## src/hdl/rtdt_pkg.sv

```systemverilog
`timescale 1ns / 1ps
// ----------------------------------------------------------------------------
// rtdt_pkg
// Shared types, widths, constants and stage map of the RTD code to
// temperature converter.
// ----------------------------------------------------------------------------
package rtdt_pkg;

  // Default number of fractional bits of both results
  localparam int FRAC_BITS_DEFAULT = 6;

  // Field and register widths
  localparam int WORD_W     = 16;
  localparam int CODE_W     = 15;
  localparam int REF_W      = 13;
  localparam int NOM_W      = 10;
  localparam int RES_W      = 19;
  localparam int TEMP_W     = 17;
  localparam int CFG_IDX_W  = 2;
  localparam int CFG_DATA_W = 13;

  // Register indexes of the configuration port
  localparam logic [CFG_IDX_W-1:0] REG_REFERENCE_OHMS = 2'd0;
  localparam logic [CFG_IDX_W-1:0] REG_NOMINAL_OHMS   = 2'd1;

  // Register reset values
  localparam logic [REF_W-1:0] REFERENCE_OHMS_RST = 13'd430;
  localparam logic [NOM_W-1:0] NOMINAL_OHMS_RST   = 10'd100;

  // Datapath widths
  localparam int N_W        = CODE_W + REF_W;   // code * reference ohms
  localparam int B4_W       = 28;
  localparam int P_W        = N_W + B4_W;       // 4|B| scaled product
  localparam int DIV_FRAC   = 17;               // 2^32 / 2^15
  localparam int DIV_STEPS  = 8;                // quotient bits per stage
  localparam int DIV_STAGES = 10;
  localparam int DIV_W      = DIV_STEPS * DIV_STAGES;
  localparam int SQ_IN_W    = 64;
  localparam int SQ_ROOT_W  = 32;
  localparam int SQ_REM_W   = 34;
  localparam int SQ_STEPS   = 4;                // root bits per stage
  localparam int SQ_STAGES  = 8;
  localparam int MAG_W      = 32;
  localparam int PROD_W     = 49;
  localparam int Q_W        = 17;

  // Scaled Callendar-Van Dusen constants
  localparam logic [B4_W-1:0]      B4_CONST   = 28'd231000000;
  localparam logic [30:0]          G_CONST    = 31'd1758480889;
  localparam logic [MAG_W-1:0]     A_SHIFTED  = 32'd2561343488;
  localparam logic [22:0]          HALF_DEN   = 23'd7569408;    // 231 * 2^15
  localparam logic [23:0]          SAT_LIM    = 24'd15138816;   // 231 * 2^16
  localparam logic [24:0]          RECIP_231  = 25'd18592933;   // ceil(2^32/231)
  localparam int                   RECIP_SH   = 32;
  localparam logic [RES_W-1:0]     R_MAX      = 19'h7FFFF;
  localparam logic signed [TEMP_W-1:0] T_HIGH = 17'sd65535;
  localparam logic signed [TEMP_W-1:0] T_LOW  = -17'sd16384;
  localparam logic [Q_W-1:0]       Q_POS_MAX  = 17'd65535;
  localparam logic [Q_W-1:0]       Q_NEG_MAX  = 17'd16384;

  // Stage map
  localparam int ST_MUL1    = 0;
  localparam int ST_MUL2    = 1;
  localparam int ST_DIV0    = 2;
  localparam int ST_CMP     = ST_DIV0 + DIV_STAGES;
  localparam int ST_SQ0     = ST_CMP + 1;
  localparam int ST_SCALE   = ST_SQ0 + SQ_STAGES;
  localparam int ST_RECIP   = ST_SCALE + 1;
  localparam int ST_OUT     = ST_RECIP + 1;
  localparam int NUM_STAGES = ST_OUT + 1;

  // Per-stage load enables and valid bits
  typedef struct packed {
    logic [NUM_STAGES-1:0] load;
    logic [NUM_STAGES-1:0] valid;
  } pipe_ctl_t;

endpackage

```

## src/hdl/rtdt_pipe_ctl.sv

```systemverilog
`timescale 1ns / 1ps
// ----------------------------------------------------------------------------
// rtdt_pipe_ctl
// Valid bits and load enables of the converter pipeline. A stage loads when
// the output is ready or when it or any later stage has a hole, so bubbles close
// up and a stall at the output holds every word in place once every stage is full.
// ----------------------------------------------------------------------------
module rtdt_pipe_ctl (
  input  logic                clk,
  input  logic                rst_n,
  input  logic                in_valid,
  input  logic                out_ready,
  output rtdt_pkg::pipe_ctl_t ctl
);

  localparam int NS = rtdt_pkg::NUM_STAGES;

  logic [NS-1:0] valid_r;
  logic [NS-1:0] valid_nxt;
  logic [NS-1:0] load;

  // Find a hole at or after each stage
  always_comb begin
    for (int k = 0; k < NS; k++) begin
      load[k] = out_ready || !(&(valid_r | ((NS'(1) << k) - NS'(1))));
    end
  end

  // Advance valid bits with the data
  always_comb begin
    for (int k = 0; k < NS; k++) begin
      if (load[k]) begin
        valid_nxt[k] = (k == 0) ? in_valid : valid_r[(k == 0) ? 0 : k-1];
      end else begin
        valid_nxt[k] = valid_r[k];
      end
    end
  end

  always_ff @(posedge clk) begin
    if (!rst_n) begin
      valid_r <= '0;
    end else begin
      valid_r <= valid_nxt;
    end
  end

  assign ctl.load  = load;
  assign ctl.valid = valid_r;

endmodule

```

## config.mk

```make
export PLATFORM = sky130hd
export DESIGN_NAME = rtdt_pipe_ctl
export DESIGN_NICKNAME = d
export VERILOG_FILES = /design/src/hdl/rtdt_pkg.sv /design/src/hdl/rtdt_pipe_ctl.sv
export SDC_FILE = /design/constraint.sdc
export NUM_CORES = 1
export LEC_CHECK = 0
export ABC_AREA = 1
export BUFFER_PORTS_ARGS = -buffer_cell sky130_fd_sc_hd__clkbuf_2
export CORE_MARGIN = 1
export CORE_UTILIZATION = 46
export DETAILED_ROUTE_END_ITERATION = 10
export PLACE_DENSITY = 0.84
export SYNTH_ARGS = -nofsm -noshare
export SYNTH_HDL_FRONTEND = slang
export SYNTH_SLANG_ARGS = --single-unit
export TNS_END_PERCENT = 1
```

## constraint.sdc

```tcl
create_clock -name clk -period 1.4 [get_ports clk]
set_clock_uncertainty 0.1 [all_clocks]
set_input_delay 0 -clock clk [delete_from_list [all_inputs] [get_ports clk]]
set_output_delay 0 -clock clk [all_outputs]
set_load 0.05 [all_outputs]
```

Word level (Yosys, flattened, before mapping). Cells that the tools add are included.

Register bits: 24. Input bits: 4. Output and inout bits: 48. Word-level logic and storage cells: 95.

Reductions and logical operators: 71.

Operators with widths (number): 1-bit zero test (24); 1-bit logical OR (24); 24-bit AND reduction (1); 23-bit AND reduction (1); 22-bit AND reduction (1); 21-bit AND reduction (1); 20-bit AND reduction (1); 19-bit AND reduction (1); 18-bit AND reduction (1); 17-bit AND reduction (1); 16-bit AND reduction (1); 15-bit AND reduction (1); 14-bit AND reduction (1); 13-bit AND reduction (1); 12-bit AND reduction (1); 11-bit AND reduction (1); 10-bit AND reduction (1); 9-bit AND reduction (1); 8-bit AND reduction (1); 7-bit AND reduction (1); 6-bit AND reduction (1); 5-bit AND reduction (1); 4-bit AND reduction (1); 3-bit AND reduction (1); 2-bit AND reduction (1).

Logic depth before layout (Yosys ltp). Gate-level depths: netlist of run 1.

Word-level depth: 3. Depth in mapped cells: 6.

Worst setup path before layout of run 1. No wires, ideal clock.

Path kind: register to register. Start: reg valid_r[23]. End: reg valid_r[0]. Setup time: 76 ps. Arrival time: 2169 ps. Data required time: 1224 ps. Path slack: -946 ps. Stages on the path, launching flop included: 7. Buffers on the path: 0. Clock period less this slack: 2346 ps. Cells stage by stage: dfxtp_1 -> inv_1 -> nor2_4 -> nand3_2 -> nor2_4 -> nand3_1 -> a21oi_1.

RTL lines: from (decl) (line rtdt_pipe_ctl.sv:18) `logic [NS-1:0] valid_r;`; from (signal assigned) (line rtdt_pipe_ctl.sv:44) `valid_r <= valid_nxt;`.

==> impl_metrics.csv, run 1 <==
group,metric,value,unit
route,drtIter0Drc,32,
synth,synth-seq-cells,24,
outcome,outcome,"complete, but fails checks",
route,top_layer,"met4",
synth,ys_seq_area_frac,0.414,
cells_and_area,seq_area,513,um^2
sta,tightest_slew,298,ps
sta,report.final.setup_viol,21,
worst_setup_path,crit_chain,"inv_2 -> nor2_4 -> nand3_4 -> nor2_8 -> nand4_1 -> clkbuf_8",
worst_setup_path,r2r_cells,7,
synth,postSynthAreaPerCell,7.39,um^2
grt,antenna_found_initial,0,
cells_and_area,fin_cells,252,
power,finalPower,1.11,mW
die,die_h,52.2,um
route,wl_per_cell,13.1,um
synth,synth_cells,157,
placed_design,portBuffers,51,
worst_setup_path,crit_path_max_incr_delay,380,ps
sta,maxSlewViolCount,0,
cells_and_area,reg_top3,"valid_r (24)",
sta,hold_ws,-52.0,ps
sta,rsz0062_at_grt,"yes",
sta,min_period,1700,ps
placed_design,dp_hpwl,2.32,mm
die,core_area,2300,um^2
cells_and_area,final_layout_size_suffix_gt1_frac,0.527,
hold_path,hold_path_depth,4,
worst_setup_path,arrival,1600,ps
cells_and_area,multi_input_area,593,um^2
hold_path,min_from,"out_ready",
sta,slew_headroom,0.802,
clock_network,ctsHoldBuffers,2,
power,intPower,851,uW
worst_setup_path,critPathTopFamily,"simple AND/OR/NAND/NOR gates",
clock_network,clk_pin_slew,130,ps
worst_setup_path,cp_max_fo,8,
grt,grt_max_degree,14,
worst_setup_path,endpoint_kind,"output pin",
worst_setup_path,critPathRequiredTime,1300,ps
clock_network,tritoncts,"built",
worst_setup_path,critPathKind,"reg2out",
die,dieArea,2730,um^2
power,p_sw_frac,0.231,
cells_and_area,fin_util,0.819,
die,row_count,17,
grt,overflow,0,
worst_setup_path,ff2ff_setup_slack,-30,ps
cells_and_area,largest_reg_flops,24,
hold_path,hold_class,"in2reg",
power,leakage,0.864,nW
sta,period_share,1.21,
cells_and_area,syn_to_final_growth,62.1,%
route,wl_met1,1.35,mm
worst_setup_path,r2r-start,"valid_r[23]",
die,io-pin-count,52,
synth,synth.cell_area,1160,um^2
worst_setup_path,critPathBufInv,2,
sta,worst_slack,-296,ps
power,p_per_area,589,nW/um^2
cells_and_area,antenna_cells,0,
cells_and_area,layout_commonest_cell,"inv_1",
route,vias_per_cell,5.05,
cells_and_area,most-common-layout-cells,"inv_1 (35), clkbuf_2 (27), nand2_1 (21), buf_4 (14), nor2_1 (13)",
route,drtPass1Iterations,4,
power,p_sw,256,uW
route,drc_errors,0,
outcome,violations,"negative hold slack, negative setup slack",
power,p_seq_frac,0.615,
placed_design,dpl.cell_count,242,
clock_network,cts.sinks,24,
worst_setup_path,timing.rr.end,"valid_r[3]",
hold_path,hold_end,"valid_r[20]",
sta,fmaxAchievable,590,MHz
worst_setup_path,crit_slowest_cell,"dfxtp_4",
die,initial_core_util,0.505,
cells_and_area,fillCellCount,132,
synth,yosysWarnings,0,
clock_network,cts_buffers,3,
cells_and_area,largest-register,"valid_r",
route,ant_nets,0,
route,met3_length,169,um
clock_network,cts_root_buffer,"clkbuf_4",
synth,synthDistinctLibCells,17,
power,pwr-share-clk,0.337,
power,comb_power_share,0.048,
synth,syn_nets,161,
cells_and_area,nNetsFinal,229,
clock_network,cts_buffer_depth,2,
route,wl_met2,1.69,mm
route,wirelength,3.29,mm
die,die_x,52.2,um
placed_design,gp_congestion,0.831,
power,irDropWorstVdd,0.496,mV
sta,hold_viol,1,
grt,grt_pass1_wl,5.16,mm
route,via_count,1273,
run,drv_cap,0,
grt,grt_use_total,0.259,
grt,grt_pass1_vias,1200,
worst_setup_path,worstSetupStartpointType,"flop",
clock_network,h-tree-depth,1,
clock_network,clk_latency,320,ps
## synth_stat cells, drive strengths merged
library cell  instances  area [um^2]
nand3                13          113
nand2                30          118
nand4                 4         25.0
clkbuf                2         7.51
dfxtp                24          480
a21oi                17         96.4
o21a                  4         30.0
inv                  40          150
nor2                 22          129
nand3b                1         11.3
## final cells by class
type,count,area share
multi-input cells,91,0.315
repair buffers,65,0.294
flip-flops and latches,24,0.273
inverters,40,0.0798
clock buffers,4,0.0193
well taps,28,0.0186
## worst register-to-register path: stages (launching register included)
cell and delay [ps]:
dfxtp_4 380, inv_2 40, nor2_4 170, nand3_4 150, nor2_8 200, buf_4 150
nand3_2 60, a21oi_2 130
## what timing repair did
action                                  CTS  global route
endpoints found under the setup margin   22            34
resized for setup                        46            28
setup buffers                             3             1
hold endpoints to repair                  9             1
pin swaps                                 4             6
## power groups by stage
| stage | Clock [mW] | Combinational, mW | Sequential (mW) |
|---|---|---|---|
| global placement | 0 | 0.0465 | 0.699 |
| detailed placement | 0 | 0.0472 | 0.700 |
| finish | 0.373 | 0.0536 | 0.681 |
| global route | 0.405 | 0.0576 | 0.681 |
| CTS | 0.375 | 0.0530 | 0.684 |
| floorplan | 0 | 0.0132 | 0.715 |
## kinds of logic (layout without fill, tap and decap cells)
kind of cell,after synthesis,count (layout),share of synthesized area
AND/OR/NAND/NOR,70,70,0.341
buffers and inverters,42,109,0.136
flip-flops,24,24,0.414
AO/OA/AOI/OAI,21,21,0.109
## metrics by stage
step	setup TNS (ps)	setup slack, ps	cell area, um^2	hold slack [ps]
finish	-4040	-296	1880	-52.0
global route	-5420	-364	1880	-45.8
CTS	-4240	-322	1830	-59.0
detailed placement	-2.35	-2.35	1580	140
global placement	0	36.4	1580	126
floorplan	-5810	-386	1230	17.5
## layer usage
layer  vias to the layer above  track usage
met5                         -            0
met3                         6       0.0319
met4                         0        0.127
met2                        48        0.457
li1                        621            -
met1                       598        0.306
## worst max path at each step
| stage | from | slack [ps] | endpoint | depth (start not counted) |
|---|---|---|---|---|
| final | valid_r[23] | -300 | ctl[27] | 6 |
| after CTS | valid_r[23] | -320 | ctl[27] | 6 |
| after floorplan | valid_r[23] | -390 | ctl[27] | 5 |
| after global routing | valid_r[23] | -360 | ctl[27] | 6 |
| after global placement | valid_r[23] | 40 | ctl[27] | 6 |
| after detailed placement | valid_r[23] | -2 | ctl[27] | 6 |
Note: power is estimated with default switching activity, not from simulation.
==> inputs of run 2 (changes only) <==
Settings changed: BUFFER_PORTS_ARGS -buffer_cell sky130_fd_sc_hd__clkbuf_2 to unset, CORE_UTILIZATION 46 to 30, DONT_BUFFER_PORTS set to 1, PLACE_DENSITY 0.84 to 0.5.
==> run 2 against run 1 <==
The run still ends with negative hold slack, negative setup slack left. Register-to-register slack better by 90 ps. Count of clock-buffer cells in the layout unchanged. Clock power up 26%. Critical path depth unchanged. Fmax up 4.2%. Die area up 51%. Design area down 4.1%. Worst setup slack better by 68 ps. Critical path type unchanged. Highest routed layer unchanged.
==> impl_metrics.csv, run 2 (synthesis gave the netlist of run 1 again) <==
group,metric,value,unit
outcome,outcome,"complete, but fails checks",
outcome,violations,"negative hold slack, negative setup slack",
die,die_h,64.2,um
power,irDropWorstVdd,0.557,mV
placed_design,dp_hpwl,2.48,mm
clock_network,cts.sinks,24,
cells_and_area,final_layout_size_suffix_gt1_frac,0.488,
cells_and_area,nNetsFinal,214,
cells_and_area,multi_input_area,587,um^2
hold_path,hold_path_depth,4,
hold_path,hold_class,"in2reg",
sta,worst_slack,-228,ps
sta,slew_headroom,0.716,
clock_network,post-cts-setup-buffer-count,0,
worst_setup_path,worstSetupEndpoint,"ctl[27]",
sta,rsz0062_at_grt,"yes",
worst_setup_path,r2r-start,"valid_r[18]",
worst_setup_path,cpMostUsedCell,"nand2_1",
die,io-pin-count,52,
placed_design,portBuffers,0,
grt,grt_max_degree,14,
run,drv_cap,0,
placed_design,gp_congestion,0.816,
cells_and_area,layout_commonest_cell,"inv_1",
worst_setup_path,crit_chain,"nand2_1 -> inv_1 -> nand2_1 -> nor2_8 -> nand4_1 -> buf_6",
route,drc_errors,0,
die,die_x,64.2,um
worst_setup_path,r2r_cells,6,
route,drtIter0Drc,48,
cells_and_area,fillCellCount,387,
clock_network,cts_root_buffer,"clkbuf_8",
clock_network,cts_buffers,3,
sta,tightest_slew,425,ps
placed_design,place_ws,48.0,ps
die,dieArea,4120,um^2
worst_setup_path,timing.rr.end,"valid_r[4]",
route,ant_nets,0,
clock_network,clk_latency,260,ps
route,vias_per_cell,4.46,
route,via_count,1145,
worst_setup_path,crit_slowest_cell,"dfxtp_2",
die,core_area,3690,um^2
worst_setup_path,crit_path_max_incr_delay,360,ps
sta,period_share,1.16,
grt,grt_use_total,0.159,
cells_and_area,syn_to_final_growth,55.6,%
worst_setup_path,critPathRequiredTime,1300,ps
power,finalPower,1.20,mW
cells_and_area,largest-register,"valid_r",
clock_network,ctsHoldBuffers,2,
sta,hold_viol,13,
cells_and_area,most-common-layout-cells,"inv_1 (36), buf_4 (34), nand2_1 (21), nor2_1 (14)",
worst_setup_path,endpoint_kind,"output pin",
power,leakage,0.788,nW
worst_setup_path,critPathKind,"reg2out",
route,wirelength,3.10,mm
worst_setup_path,worstSetupStartpointType,"flop",
clock_network,h-tree-depth,1,
cells_and_area,seq_area,510,um^2
clock_network,clk_pin_slew,80,ps
worst_setup_path,ff2ff_setup_slack,60,ps
cells_and_area,reg_top3,"valid_r (24)",
cells_and_area,largest_reg_flops,24,
sta,fmaxAchievable,614,MHz
power,p_per_area,668,nW/um^2
sta,maxSlewViolCount,0,
worst_setup_path,arrival,1530,ps
clock_network,cts_buffer_depth,2,
grt,overflow,0,
grt,antenna_found_initial,0,
route,drtPass1Iterations,4,
die,initial_core_util,0.314,
grt,grt_pass1_vias,1138,
grt,grt_pass1_wl,5.11,mm
cells_and_area,antenna_cells,0,
clock_network,tritoncts,"built",
worst_setup_path,cp-startpoint,"valid_r[18]",
sta,hold_ws,-63.2,ps
sta,min_period,1630,ps
die,row_count,22,
route,wl_per_cell,12.0,um
sta,report.final.setup_viol,17,
worst_setup_path,cp_max_fo,8,
[run 2: cell types whose count changed in the layout (fill, tap and decap cells not counted), sizes merged]
cell / before / now
buf: 28 / 48
clkbuf: 39 / 4
[run 2: cell type report]
class / instances / area share
multi-input cells: 91 / 0.325
flip-flops and latches: 24 / 0.283
clock buffers: 4 / 0.0305
inverters: 40 / 0.0832
well taps: 48 / 0.0333
repair buffers: 50 / 0.245
[run 2: metal layers]
layer  wire, um  vias up  GRT usage
li1           -      583          -
met1       1360      525      0.187
met2       1500       33      0.275
met3        198        4     0.0429
met4         33        0     0.0583
met5          0        -          0
[run 2: report_power, final]
group	switching, mW	internal, mW
logic	0.0345	0.0180
clock network	0.218	0.251
registers	0.00431	0.678
[run 2: worst max-delay path: cells and delay by family (launching register included)]
kind / cells / cell delay (ps)
buffers and inverters: 2 / 270
flip-flops: 1 / 360
AND/OR/NAND/NOR: 4 / 620
[run 2: stage by stage]
step | util | instance area [um^2] | instances | hold slack, ps | TNS (ps)
6_report | 0.489 | 1800 | 257 | -63.2 | -2160
5_1_grt | 0.489 | 1800 | 257 | -36.8 | -3590
4_1_cts | 0.487 | 1800 | 257 | -65.7 | -2440
3_5_place_dp | 0.449 | 1660 | 251 | 22.6 | 0
3_3_place_gp | 0.449 | 1660 | 251 | 18.4 | 0
2_1_floorplan | - | 1230 | 157 | 17.5 | -5810
[run 2: how the worst min path moves through the flow]
stage / start / endpoint / slack (ps)
floorplan: rst_n / valid_r[18] / 20
global placement: rst_n / valid_r[18] / 20
detailed placement: rst_n / valid_r[18] / 20
CTS: out_ready / valid_r[22] / -70
global route: out_ready / valid_r[22] / -40
finish: out_ready / valid_r[22] / -60
[run 2: what timing repair did]
action,4_1_cts,5_1_grt
pin swaps,1,3
resized for setup,20,4
gates cloned,0,0
setup endpoints to repair,18,22
endpoints found under the hold margin,18,7
